<file path="src/rtl/core/arith_expression_tokenizer_top_assert.svh">
// assertion macros shared by the tokenizer rtl
`ifndef ARITH_EXPRESSION_TOKENIZER_TOP_ASSERT_SVH
`define ARITH_EXPRESSION_TOKENIZER_TOP_ASSERT_SVH

// same-cycle implication, disabled during reset
`define AET_ASSERT_NOW(label, clk, rst_n, ante, cons) \
  label: assert property (@(posedge clk) disable iff (!rst_n) (ante) |-> (cons)) \
    else $error("aet assertion failed");

// next-cycle implication, disabled during reset
`define AET_ASSERT_NEXT(label, clk, rst_n, ante, cons) \
  label: assert property (@(posedge clk) disable iff (!rst_n) (ante) |=> (cons)) \
    else $error("aet assertion failed");

`endif

</file>
<file path="src/rtl/core/aet_pkg.sv">
// shared types, constants and decode functions of the expression tokenizer
package aet_pkg;

  localparam int ACC_W          = 63;
  localparam int TOK_POS_W      = 16;
  localparam int POS_BITS_DEF   = 16;
  localparam int OUT_TDATA_W    = 80;
  // must stay a power of two, pointers wrap naturally
  localparam int QUEUE_DEPTH    = 4;

  localparam logic [7:0] CH_ZERO   = 8'h30;
  localparam logic [7:0] CH_NINE   = 8'h39;
  localparam logic [7:0] CH_PLUS   = 8'h2B;
  localparam logic [7:0] CH_MINUS  = 8'h2D;
  localparam logic [7:0] CH_STAR   = 8'h2A;
  localparam logic [7:0] CH_SLASH  = 8'h2F;
  localparam logic [7:0] CH_LPAREN = 8'h28;
  localparam logic [7:0] CH_RPAREN = 8'h29;
  localparam logic [7:0] CH_TAB    = 8'h09;
  localparam logic [7:0] CH_CR     = 8'h0D;
  localparam logic [7:0] CH_SPACE  = 8'h20;

  typedef enum logic [3:0] {
    KIND_NUMBER  = 4'd0,
    KIND_PLUS    = 4'd1,
    KIND_MINUS   = 4'd2,
    KIND_MUL     = 4'd3,
    KIND_DIV     = 4'd4,
    KIND_LPAREN  = 4'd5,
    KIND_RPAREN  = 4'd6,
    KIND_EOF     = 4'd7,
    KIND_INVALID = 4'd8
  } kind_t;

  // all tokens caused by one input item
  typedef struct packed {
    logic                 has_num;
    logic                 num_bad;
    logic [ACC_W-1:0]     num_value;
    logic [TOK_POS_W-1:0] num_pos;
    logic                 has_tok;
    kind_t                tok_kind;
    logic [TOK_POS_W-1:0] tok_pos;
  } bundle_t;

  typedef struct packed {
    logic valid;
    bundle_t data;
  } push_t;

  typedef struct packed {
    logic full;
    logic empty;
  } q_status_t;

  function automatic kind_t op_kind(input logic [7:0] c);
    kind_t k;
    unique case (c)
      CH_PLUS:   k = KIND_PLUS;
      CH_MINUS:  k = KIND_MINUS;
      CH_STAR:   k = KIND_MUL;
      CH_SLASH:  k = KIND_DIV;
      CH_LPAREN: k = KIND_LPAREN;
      CH_RPAREN: k = KIND_RPAREN;
      default:   k = KIND_INVALID;
    endcase
    return k;
  endfunction

  function automatic logic is_space(input logic [7:0] c);
    return (c == CH_SPACE) || ((c >= CH_TAB) && (c <= CH_CR));
  endfunction

endpackage

</file>
<file path="src/rtl/core/arith_expression_tokenizer_top.sv">
// Arithmetic expression tokenizer: takes one text byte (or an end-of-text
// marker on in_tuser) per cycle and emits number, operator, eof and invalid
// tokens, each with its start position. The front end accepts one item every
// cycle while its four-entry bundle queue has room; the back end sends one
// token per cycle while out_tready is high, so an item yielding two tokens
// (a number closed by an operator, or by end of text) takes two transfers
// and the queue absorbs bursts of those. An accepted byte's first token is
// registered in the queue, then in the output register. Positions count up
// to 2^POSITION_BITS-1 and stay there; reported positions are 16 bits.
module arith_expression_tokenizer_top #(
  parameter int POSITION_BITS = aet_pkg::POS_BITS_DEF
) (
  input  logic                            clk,
  input  logic                            rst_n,
  input  logic                            in_tvalid,
  output logic                            in_tready,
  input  logic [7:0]                      in_tdata,   // [7:0] text_byte
  input  logic                            in_tuser,   // [0] end_of_text
  output logic                            out_tvalid,
  input  logic                            out_tready,
  // [62:0] token_value, [78:63] token_position, [79] zero
  output logic [aet_pkg::OUT_TDATA_W-1:0] out_tdata,
  output logic [3:0]                      out_tuser,  // [3:0] token_kind
  output logic                            out_tlast   // last_of_run
);
  import aet_pkg::*;

  push_t     push;
  bundle_t   head;
  q_status_t q_stat;
  logic      pop;

  aet_front #(
    .POSITION_BITS(POSITION_BITS)
  ) u_front (
    .clk       (clk),
    .rst_n     (rst_n),
    .in_tvalid (in_tvalid),
    .in_tready (in_tready),
    .in_tdata  (in_tdata),
    .in_tuser  (in_tuser),
    .q_stat    (q_stat),
    .push      (push)
  );

  aet_queue u_queue (
    .clk   (clk),
    .rst_n (rst_n),
    .push  (push),
    .pop   (pop),
    .head  (head),
    .stat  (q_stat)
  );

  aet_back u_back (
    .clk        (clk),
    .rst_n      (rst_n),
    .head       (head),
    .q_stat     (q_stat),
    .pop        (pop),
    .out_tvalid (out_tvalid),
    .out_tready (out_tready),
    .out_tdata  (out_tdata),
    .out_tuser  (out_tuser),
    .out_tlast  (out_tlast)
  );

endmodule

</file>
<file path="src/rtl/core/aet_front.sv">
// front end: classifies bytes, accumulates digit runs and builds token bundles
`include "arith_expression_tokenizer_top_assert.svh"
module aet_front #(
  parameter int POSITION_BITS = aet_pkg::POS_BITS_DEF
) (
  input  logic            clk,
  input  logic            rst_n,
  input  logic            in_tvalid,
  output logic            in_tready,
  input  logic [7:0]      in_tdata,
  input  logic            in_tuser,
  input  aet_pkg::q_status_t q_stat,
  output aet_pkg::push_t  push
);
  import aet_pkg::*;

  logic                     in_number_r, in_number_nxt;
  logic [ACC_W-1:0]         acc_r, acc_nxt;
  logic                     ovf_r, ovf_nxt;
  logic [TOK_POS_W-1:0]     start_r, start_nxt;
  logic [POSITION_BITS-1:0] pos_r, pos_nxt;

  logic                     accept;
  logic                     is_digit;
  logic [3:0]               digit;
  logic [ACC_W-1:0]         acc_base;
  logic                     ovf_base;
  logic [ACC_W+3:0]         prod;
  logic [POSITION_BITS+TOK_POS_W-1:0] pos_wide;
  logic [TOK_POS_W-1:0]     pos_tok;
  logic [POSITION_BITS-1:0] pos_inc;

  assign in_tready = !q_stat.full;
  assign accept    = in_tvalid && in_tready;

  assign is_digit = (in_tdata >= CH_ZERO) && (in_tdata <= CH_NINE);
  assign digit    = 4'(in_tdata - CH_ZERO);
  assign acc_base = in_number_r ? acc_r : '0;
  assign ovf_base = in_number_r && ovf_r;
  // acc*10 + digit as shift-adds, wide enough to see any overflow
  assign prod = ({4'b0, acc_base} << 3) + ({4'b0, acc_base} << 1) + (ACC_W+4)'(digit);

  assign pos_wide = {{TOK_POS_W{1'b0}}, pos_r};
  assign pos_tok  = pos_wide[TOK_POS_W-1:0];
  assign pos_inc  = (&pos_r) ? pos_r : pos_r + 1'b1;

  always_comb begin
    in_number_nxt = in_number_r;
    acc_nxt       = acc_r;
    ovf_nxt       = ovf_r;
    start_nxt     = start_r;
    pos_nxt       = pos_r;
    push          = '0;
    push.data.tok_kind = KIND_EOF;
    push.data.num_value = acc_r;
    push.data.num_bad   = ovf_r;
    push.data.num_pos   = start_r;
    push.data.tok_pos   = pos_tok;
    if (accept) begin
      if (in_tuser) begin
        push.data.has_num  = in_number_r;
        push.data.has_tok  = 1'b1;
        push.data.tok_kind = KIND_EOF;
        in_number_nxt = 1'b0;
        acc_nxt       = '0;
        ovf_nxt       = 1'b0;
        start_nxt     = '0;
        pos_nxt       = '0;
      end else if (is_digit) begin
        in_number_nxt = 1'b1;
        if (!in_number_r) begin
          start_nxt = pos_tok;
        end
        if (ovf_base || (|prod[ACC_W+3:ACC_W])) begin
          ovf_nxt = 1'b1;
          acc_nxt = acc_base;
        end else begin
          ovf_nxt = 1'b0;
          acc_nxt = prod[ACC_W-1:0];
        end
        pos_nxt = pos_inc;
      end else begin
        push.data.has_num  = in_number_r;
        push.data.has_tok  = !is_space(in_tdata);
        push.data.tok_kind = op_kind(in_tdata);
        in_number_nxt = 1'b0;
        acc_nxt       = '0;
        ovf_nxt       = 1'b0;
        start_nxt     = '0;
        pos_nxt       = pos_inc;
      end
      push.valid = push.data.has_num || push.data.has_tok;
    end
  end

  always_ff @(posedge clk) begin
    if (!rst_n) begin
      in_number_r <= 1'b0;
      acc_r       <= '0;
      ovf_r       <= 1'b0;
      start_r     <= '0;
      pos_r       <= '0;
    end else begin
      in_number_r <= in_number_nxt;
      acc_r       <= acc_nxt;
      ovf_r       <= ovf_nxt;
      start_r     <= start_nxt;
      pos_r       <= pos_nxt;
    end
  end

  `AET_ASSERT_NEXT(a_eot_clears, clk, rst_n, accept && in_tuser, !in_number_r && (pos_r == '0))
  `AET_ASSERT_NOW(a_ovf_in_run, clk, rst_n, ovf_r, in_number_r)

endmodule

</file>
<file path="src/rtl/core/aet_queue.sv">
// short bundle queue between front and back end
`include "arith_expression_tokenizer_top_assert.svh"
module aet_queue (
  input  logic               clk,
  input  logic               rst_n,
  input  aet_pkg::push_t     push,
  input  logic               pop,
  output aet_pkg::bundle_t   head,
  output aet_pkg::q_status_t stat
);
  import aet_pkg::*;

  localparam int PTR_W = $clog2(QUEUE_DEPTH);
  localparam int CNT_W = $clog2(QUEUE_DEPTH + 1);

  bundle_t            entry_r [QUEUE_DEPTH];
  logic [PTR_W-1:0]   wr_ptr_r, wr_ptr_nxt;
  logic [PTR_W-1:0]   rd_ptr_r, rd_ptr_nxt;
  logic [CNT_W-1:0]   count_r, count_nxt;

  assign head       = entry_r[rd_ptr_r];
  assign stat.full  = (count_r == CNT_W'(QUEUE_DEPTH));
  assign stat.empty = (count_r == '0);

  always_comb begin
    wr_ptr_nxt = push.valid ? wr_ptr_r + 1'b1 : wr_ptr_r;
    rd_ptr_nxt = pop ? rd_ptr_r + 1'b1 : rd_ptr_r;
    count_nxt  = count_r;
    case ({push.valid, pop})
      2'b10:   count_nxt = count_r + 1'b1;
      2'b01:   count_nxt = count_r - 1'b1;
      default: count_nxt = count_r;
    endcase
  end

  always_ff @(posedge clk) begin
    if (push.valid) begin
      entry_r[wr_ptr_r] <= push.data;
    end
  end

  always_ff @(posedge clk) begin
    if (!rst_n) begin
      wr_ptr_r <= '0;
      rd_ptr_r <= '0;
      count_r  <= '0;
    end else begin
      wr_ptr_r <= wr_ptr_nxt;
      rd_ptr_r <= rd_ptr_nxt;
      count_r  <= count_nxt;
    end
  end

  `AET_ASSERT_NOW(a_no_push_full, clk, rst_n, push.valid, !stat.full)
  `AET_ASSERT_NOW(a_no_pop_empty, clk, rst_n, pop, !stat.empty)

endmodule

</file>
<file path="src/rtl/core/aet_back.sv">
// back end: splits bundles into single tokens and holds the output register
`include "arith_expression_tokenizer_top_assert.svh"
module aet_back (
  input  logic                 clk,
  input  logic                 rst_n,
  input  aet_pkg::bundle_t     head,
  input  aet_pkg::q_status_t   q_stat,
  output logic                 pop,
  output logic                 out_tvalid,
  input  logic                 out_tready,
  output logic [aet_pkg::OUT_TDATA_W-1:0] out_tdata,
  output logic [3:0]           out_tuser,
  output logic                 out_tlast
);
  import aet_pkg::*;

  logic                 valid_r, valid_nxt;
  logic                 num_done_r, num_done_nxt;
  kind_t                kind_r, kind_nxt;
  logic [ACC_W-1:0]     value_r, value_nxt;
  logic [TOK_POS_W-1:0] tpos_r, tpos_nxt;
  logic                 last_r, last_nxt;
  logic                 load;

  assign load = !valid_r || out_tready;

  always_comb begin
    valid_nxt    = valid_r;
    num_done_nxt = num_done_r;
    kind_nxt     = kind_r;
    value_nxt    = value_r;
    tpos_nxt     = tpos_r;
    last_nxt     = last_r;
    pop          = 1'b0;
    if (load) begin
      valid_nxt = !q_stat.empty;
      if (!q_stat.empty) begin
        if (head.has_num && !num_done_r) begin
          kind_nxt  = head.num_bad ? KIND_INVALID : KIND_NUMBER;
          value_nxt = head.num_bad ? '0 : head.num_value;
          tpos_nxt  = head.num_pos;
          last_nxt  = !head.has_tok;
          if (head.has_tok) begin
            num_done_nxt = 1'b1;
          end else begin
            pop = 1'b1;
          end
        end else begin
          kind_nxt     = head.tok_kind;
          value_nxt    = '0;
          tpos_nxt     = head.tok_pos;
          last_nxt     = 1'b1;
          num_done_nxt = 1'b0;
          pop          = 1'b1;
        end
      end
    end
  end

  always_ff @(posedge clk) begin
    if (!rst_n) begin
      valid_r    <= 1'b0;
      num_done_r <= 1'b0;
    end else begin
      valid_r    <= valid_nxt;
      num_done_r <= num_done_nxt;
    end
  end

  always_ff @(posedge clk) begin
    kind_r  <= kind_nxt;
    value_r <= value_nxt;
    tpos_r  <= tpos_nxt;
    last_r  <= last_nxt;
  end

  assign out_tvalid = valid_r;
  assign out_tdata  = {1'b0, tpos_r, value_r};
  assign out_tuser  = kind_r;
  assign out_tlast  = last_r;

  `AET_ASSERT_NOW(a_split_holds_head, clk, rst_n, num_done_r, !q_stat.empty)

endmodule

</file>
<file path="config.mk">
export PLATFORM = sky130hd
export DESIGN_NAME = arith_expression_tokenizer_top
export DESIGN_NICKNAME = d
export VERILOG_FILES = /design/src/rtl/core/aet_pkg.sv /design/src/rtl/core/arith_expression_tokenizer_top.sv /design/src/rtl/core/aet_front.sv /design/src/rtl/core/aet_queue.sv /design/src/rtl/core/aet_back.sv
export VERILOG_INCLUDE_DIRS = /design/src /design/src/rtl/core
export SDC_FILE = /design/constraint.sdc
export NUM_CORES = 1
export LEC_CHECK = 0
export BUFFER_PORTS_ARGS = -buffer_cell sky130_fd_sc_hd__buf_2
export CAP_MARGIN = 10
export CORE_MARGIN = 4
export CORE_UTILIZATION = 42
export CTS_CLUSTER_DIAMETER = 30
export DETAILED_ROUTE_END_ITERATION = 8
export PLACE_DENSITY = 0.67
export SKIP_LAST_GASP = 1
export SYNTH_ARGS = -nofsm -noshare
export SYNTH_HDL_FRONTEND = slang
export SYNTH_SLANG_ARGS = --single-unit
</file>
<file path="constraint.sdc">
create_clock -name clk -period 8.4 [get_ports clk]
set_input_delay 0.84 -clock clk [delete_from_list [all_inputs] [get_ports clk]]
set_output_delay 0.84 -clock clk [all_outputs]
set_load 0.05 [all_outputs]
</file>
* After elaboration in Yosys (flattened, before gate mapping) *
Memories as Yosys holds them, arrays and structs flattened. A register that Yosys moved wholly into a read port is not among the register bits.
Cells that the tools add are included.

word-level totals
  memories kept = 1
  input bits = 13
  word-level logic and storage cells = 103
  memory bits (writable) = 408
  latch bits = 0
  flip-flop bits (word level) = 190
  output and inout bits = 87
  ROM bits = 0

operators by class
  multiplexer cells = 37
  $add $sub $neg = 8
  divide/modulo/power cells = 0
  order comparisons = 4
  reduce and logical (&&, ||, !) cells = 24
  bitwise logic cells = 2
  eq/ne operators = 13
  shift-type cells = 0
  multiply operators = 0

memories
  name             depth  width  rd ports  clocked after memory_dff  write ports  RTL line         text
  u_queue.entry_r  4      102    1         1                         1            aet_queue.sv:16  bundle_t entry_r [QUEUE_DEPTH];

operators with widths
  cell                   number
  $mux 63                4
  $mux 16                6
  $add 66x64->67         1
  $add 67x4->67          1
  $eq 8x6->1 const B     7
  $pmux 4 s6             1
  $mux 5                 4
  $add 16x1->16 const B  1
  $mux 1                 16
  $reduce_and 16->1      1
  $ge 8x4->1 const B     1
  $ge 8x6->1 const B     1
  $le 8x4->1 const B     1
  $le 8x6->1 const B     1
  $mux 4                 2
  $logic_not 1->1        6
  $mux 2                 3
  $pmux 3 s2             1
  $reduce_and 2->1       3
  $logic_and 1x1->1      5
  $add 2x1->2 const B    2
  $logic_or 1x1->1       4
  $reduce_or 4->1        1
  $sub 4x1->4 const B    1
  other kinds (13)       14

* Depth between registers and ports, before layout *
  depth in word-level cells = 11
  mapped depth = 17
  mapped depth without buffers = 15

* Modules after synthesis *
From an unflattened synthesis, not the netlist that was laid out.

second synthesis, totals
  cells, all modules = 2045
  area, all modules = 28025.6 µm²

by module, submodules not included
  module     sequential area each (µm²)  instances  cells each  area each (µm²)
  aet_queue  12431.9                     1          578         15162.0
  aet_front  1941.9                      1          1242        9551.7
  aet_back   2562.5                      1          225         3311.9

* Least setup slack after synthesis *
No wires, ideal clock.

  kind = input -> register
  from = input out_tready
  to = register u_queue.count_r[2]
  stages on the path = 9
  library setup time = 0.076 ns
  required time = 8.324 ns
  path buffers = 0
  slack = 1.592 ns
  arrival = 6.732 ns
  cells stage by stage = inv_1 a21oi_1 nor2b_1 ha_1 inv_1 fa_1 xor2_1 or3_1 a21boi_0

between the ends
  word-level cells in the longest chain between the ends = 4
  elaborated cells between the ends (all ways) = 6
  those cells by class = eq/ne: 2; mux: 2; reduce/logical: 2

ends and longest elaborated chain
  element                                          RTL line                              text
  start: declaration                               arith_expression_tokenizer_top.sv:20  input logic out_tready,
  $logic_or 1x1->1 *                               aet_back.sv:25                        assign load = !valid_r || out_tready;
  $mux 1 *                                         aet_back.sv:35                        if (load) begin
  via pop                                          arith_expression_tokenizer_top.sv:31  logic pop;
  $eq 2x1->1 or $eq 2x2->1 (tied branches)         aet_queue.sv:29                       case ({push.valid, pop})
  $pmux 3 s2 or $reduce_bool 2->1 (tied branches)  --
  end signal: assignment                           aet_queue.sv:50                       count_r <= count_nxt;
  end: declaration                                 aet_queue.sv:19                       logic [CNT_W-1:0] count_r, count_nxt;

Mark *: on every way through the listed nets, which the timed path passes. The rest lies on a longest branch.
A chain may end at the register's enable or synchronous reset.

* Final worst setup path *
  from = register u_front.in_number_r
  to = register u_front.acc_r[60]

between the ends
  word-level cells in the longest chain between the ends = 8
  elaborated cells between the ends (all ways) = 9
  those cells by class = add/sub: 2; mux: 4; reduce/logical: 3

ends and longest elaborated chain
  element                   RTL line          text
  start: declaration        aet_front.sv:17   logic in_number_r, in_number_nxt;
  start signal: assignment  aet_front.sv:104  in_number_r <= in_number_nxt;
  $mux 63                   aet_front.sv:38   assign acc_base = in_number_r ? acc_r : '0;
  $add 66x64->67            aet_front.sv:41   assign prod = ({4'b0, acc_base} << 3) + ({4'b0, acc_base} << 1) + (ACC_W+4)'(digit);
  $add 67x4->67             aet_front.sv:41
  $reduce_or 4->1           aet_front.sv:74   if (ovf_base || (|prod[ACC_W+3:ACC_W])) begin
  $logic_or 1x1->1          aet_front.sv:74
  $mux 63 *                 aet_front.sv:74
  $mux 63 *                 aet_front.sv:69   end else if (is_digit) begin
  $mux 63 *                 aet_front.sv:60   if (in_tuser) begin
  end signal: assignment    aet_front.sv:105  acc_r <= acc_nxt;
  end: declaration          aet_front.sv:18   logic [ACC_W-1:0] acc_r, acc_nxt;

Mark *: on every way between the ends. The rest lies on a longest branch, timed or not.

==> impl_metrics.yaml <==
clock_tree:
  cts_tree: "built"
  path_clk_slew_ns: 0.05
  insertion_delay_ns: 0.68
  clock_path_buffers: 3
  cts_buffers: 110
  post_cts_resized: 0
  root_buffer: "clkbuf_16"
  cts_setup_buffers: 0
  ctsHoldBuffers: 0
  clock-sinks: 600
  h-tree-depth: 3
grt:
  grt_overflow_total: 0
  grt.total_usage_pct: 16.7
  grt_pass1_vias: 16800
  grt_max_degree: 71
  antenna_found_initial: 4
  grt_pass1_wl_um: 93000
logic_synthesis:
  post_synth_xor_area_fraction_pct: 2.48
  seq_area_frac_synth_pct: 62.2
  synth_compound_area_share_pct: 7.80
  syn-cell-area_mm2: 0.0272
  syn_inst: 1888
  synth_top_family_by_area: "simple AND/OR/NAND/NOR gates"
  synth_mux_area_share_pct: 9.22
  synth_top_area_share_pct: 54.3
  ys.flop_type: "edfxtp_1"
  synth_fp_nets: 2034
  yosysWarningCount: 0
  synth_fa_ha_area_share_pct: 6.17
  synth.distinct_cells: 78
  synth.area.top_cells: "edfxtp_1 (54%), mux4_2 (8.4%), dfxtp_1 (7.9%)"
  yosys.area.top_type: "edfxtp_1"
  syn_area_per_cell_um2: 14.4
  synth_edf_count: 492
  synth-simple-area-share_pct: 10.2
  synth_most_common_cell: "edfxtp_1"
  synth-async-reset-ratio_pct: 0
  synthTopCellsByCount: "edfxtp_1 (492), ha_1 (131), dfxtp_1 (108)"
  synth_seq_cells: 600
timing:
  grt_setup_unrepaired: "false"
  finalCritPeriodShare_pct: 66.8
  finalHoldViolCount: 0
  setup-tns-final_ns: 0
  setup_violations: 0
  period_minus_slack_ns: 5.61
  max_freq_mhz: 178
  fin_skew_ns: 0.0785
  finalMaxSlewViolations: 0
  relSlewSlack_pct: 24.4
  max_slew.worst_pin.slew_ns: 1.13
route:
  viasPerCell: 5.44
  detail_route.wl_per_cell_um: 19.5
  top_layer_used: "met4"
  antenna_left: 0
  route.met2.wl_um: 28900
  num_vias: 16200
  drtIter0Drc: 849
  route.met3.wl_um: 2810
  wirelength_um: 58100
  wl_met1_um: 25000
  dr.pass1.iters: 5
  drc: 0
place:
  io_buffer_count: 98
  placed_cell_area_mm2: 0.0285
  hpwl_um: 36700
  gp_congestion: 0.896
hold_path:
  holdCritPathClass: "reg2reg"
floorplanning:
  fp.dieH_um: 263
  chipWidth_um: 263
  coreArea_mm2: 0.0642
  initial_core_util_pct: 42.4
  io_pins: 100
  std_cell_rows: 93
  die_area_mm2: 0.0689
critical_path:
  cp.required_ns: 8.94
  cp-end-kind: "flip-flop"
  critPathLaunchType: "flip-flop"
  arrival_ns: 6.15
  crit_type: "reg2reg"
  crit_fanout: 70
flow_run:
  cap_violations: 0
cells_and_area:
  drive_gt1_share_pct: 22.6
  final_cell_area_mm2: 0.0325
  nNetsFinal: 2161
  synthToLayoutAreaGrowth_pct: 19.4
power:
  power.density_mw_per_mm2: 333
  finalPower_w: 0.0108
  p_leak_nw: 11.8
  ir_worst_vdd_v: 0.000256
status:
  status: "finished, final reports clean"
## final timing paths
path | from | to | slack [ns] | cells past startpoint
setup / recovery | u_front.in_number_r$_SDFFE_PN0P_ | u_front.acc_r[60]$_SDFFE_PN0P_ | 2.79 | 15
setup reg to reg | u_front.in_number_r$_SDFFE_PN0P_ | u_front.acc_r[60]$_SDFFE_PN0P_ | 2.79 | 15
hold reg to reg | u_front.acc_r[60]$_SDFFE_PN0P_ | u_queue.entry_r[2][97]$_DFFE_PP_ | 0.47 | 0
hold / removal | u_front.acc_r[60]$_SDFFE_PN0P_ | u_queue.entry_r[2][97]$_DFFE_PP_ | 0.47 | 0
## worst max-delay path, cell delays in order, from the launching register on
cell and delay [ns]:
dfxtp_2 1.02, nand2_1 0.23, xnor2_1 0.19, ha_1 0.32, fa_1 0.46, a21o_1 0.20, a221oi_2 0.35, a211oi_2 0.18
nor3b_1 0.20, nor4b_4 0.40, a31oi_2 0.22, a221oi_4 0.33, and2_4 0.22, nand4_4 0.37, buf_4 0.47, o21ai_2 0.21
## registers in the layout, indices dropped and copies added, names as in the netlist, named ones only
register,flops
u_back.num_done_r,1
u_back.out_tlast,1
u_back.out_tuser,4
u_back.out_tvalid,1
u_back.tpos_r,16
u_back.value_r,63
u_front.acc_r,63
u_front.in_number_r,1
u_front.ovf_r,1
u_front.pos_r,16
u_front.start_r,16
u_queue.count_r,3
u_queue.entry_r,408
u_queue.rd_ptr_r,2
u_queue.wr_ptr_r,2
## metal layers
metal  up-vias  track usage, %
li1       7584               -
met1      8131            21.6
met2       373            28.3
met3        91            3.52
met4         0            5.15
met5         -               0
## placed cells by master (no fill, tap or decap), types with 34 or more instances in the layout
master / count
a21oi_1: 98
and2_1: 73
buf_2: 98
clkbuf_16: 111
dfxtp_1: 105
edfxtp_1: 492
ha_1: 131
mux4_2: 102
nand2_1: 77
nand3_1: 76
nand4_1: 34
nor2_1: 66
nor2b_1: 95
o21ai_0: 55
o21ai_1: 43
xnor2_1: 46
## power breakdown
group          switching [W]  leakage [nW]  internal (W)
combinational        0.00159          4.13      0.000683
clock                0.00157          1.88       0.00300
sequential          0.000153          5.79       0.00384
total                0.00331          11.8       0.00752
## stage by stage
| stage | hold WS, ns | worst slack (ns) | util [%] | cells |
|---|---|---|---|---|
| after floorplan | 0.461 | 1.59 | - | 1888 |
| after global placement | 0.487 | 2.99 | 44.4 | 2758 |
| after detailed placement | 0.509 | 2.78 | 44.4 | 2758 |
| after CTS | 0.442 | 2.75 | 50.5 | 2968 |
| after global routing | 0.462 | 2.38 | 50.5 | 2969 |
| final | 0.468 | 2.79 | 50.6 | 2972 |
## cells by family (layout without fill, tap and decap cells)
group / Yosys count / count (layout)
multiplexers: 121 / 121
other: 1 / 5
flip-flops: 600 / 600
AND/OR/NAND/NOR: 503 / 503
buffers and inverters: 120 / 345
AO/OA/AOI/OAI: 333 / 333
XOR/XNOR: 77 / 77
adder cells (fa/ha/maj): 133 / 133
## cell type report
| class | count | area [um2] |
|---|---|---|
| Multi-Input combinational cell | 1168 | 9800 |
| Fill cell | 5347 | 31800 |
| Antenna cell | 4 | 10.0 |
| Tap cell | 855 | 1070 |
| Inverter | 21 | 78.8 |
| Sequential cell | 600 | 16900 |
| Timing Repair Buffer | 114 | 611 |
| Clock inverter | 82 | 1070 |
| Clock buffer | 128 | 2890 |
Power figures use the tool's default switching activity.
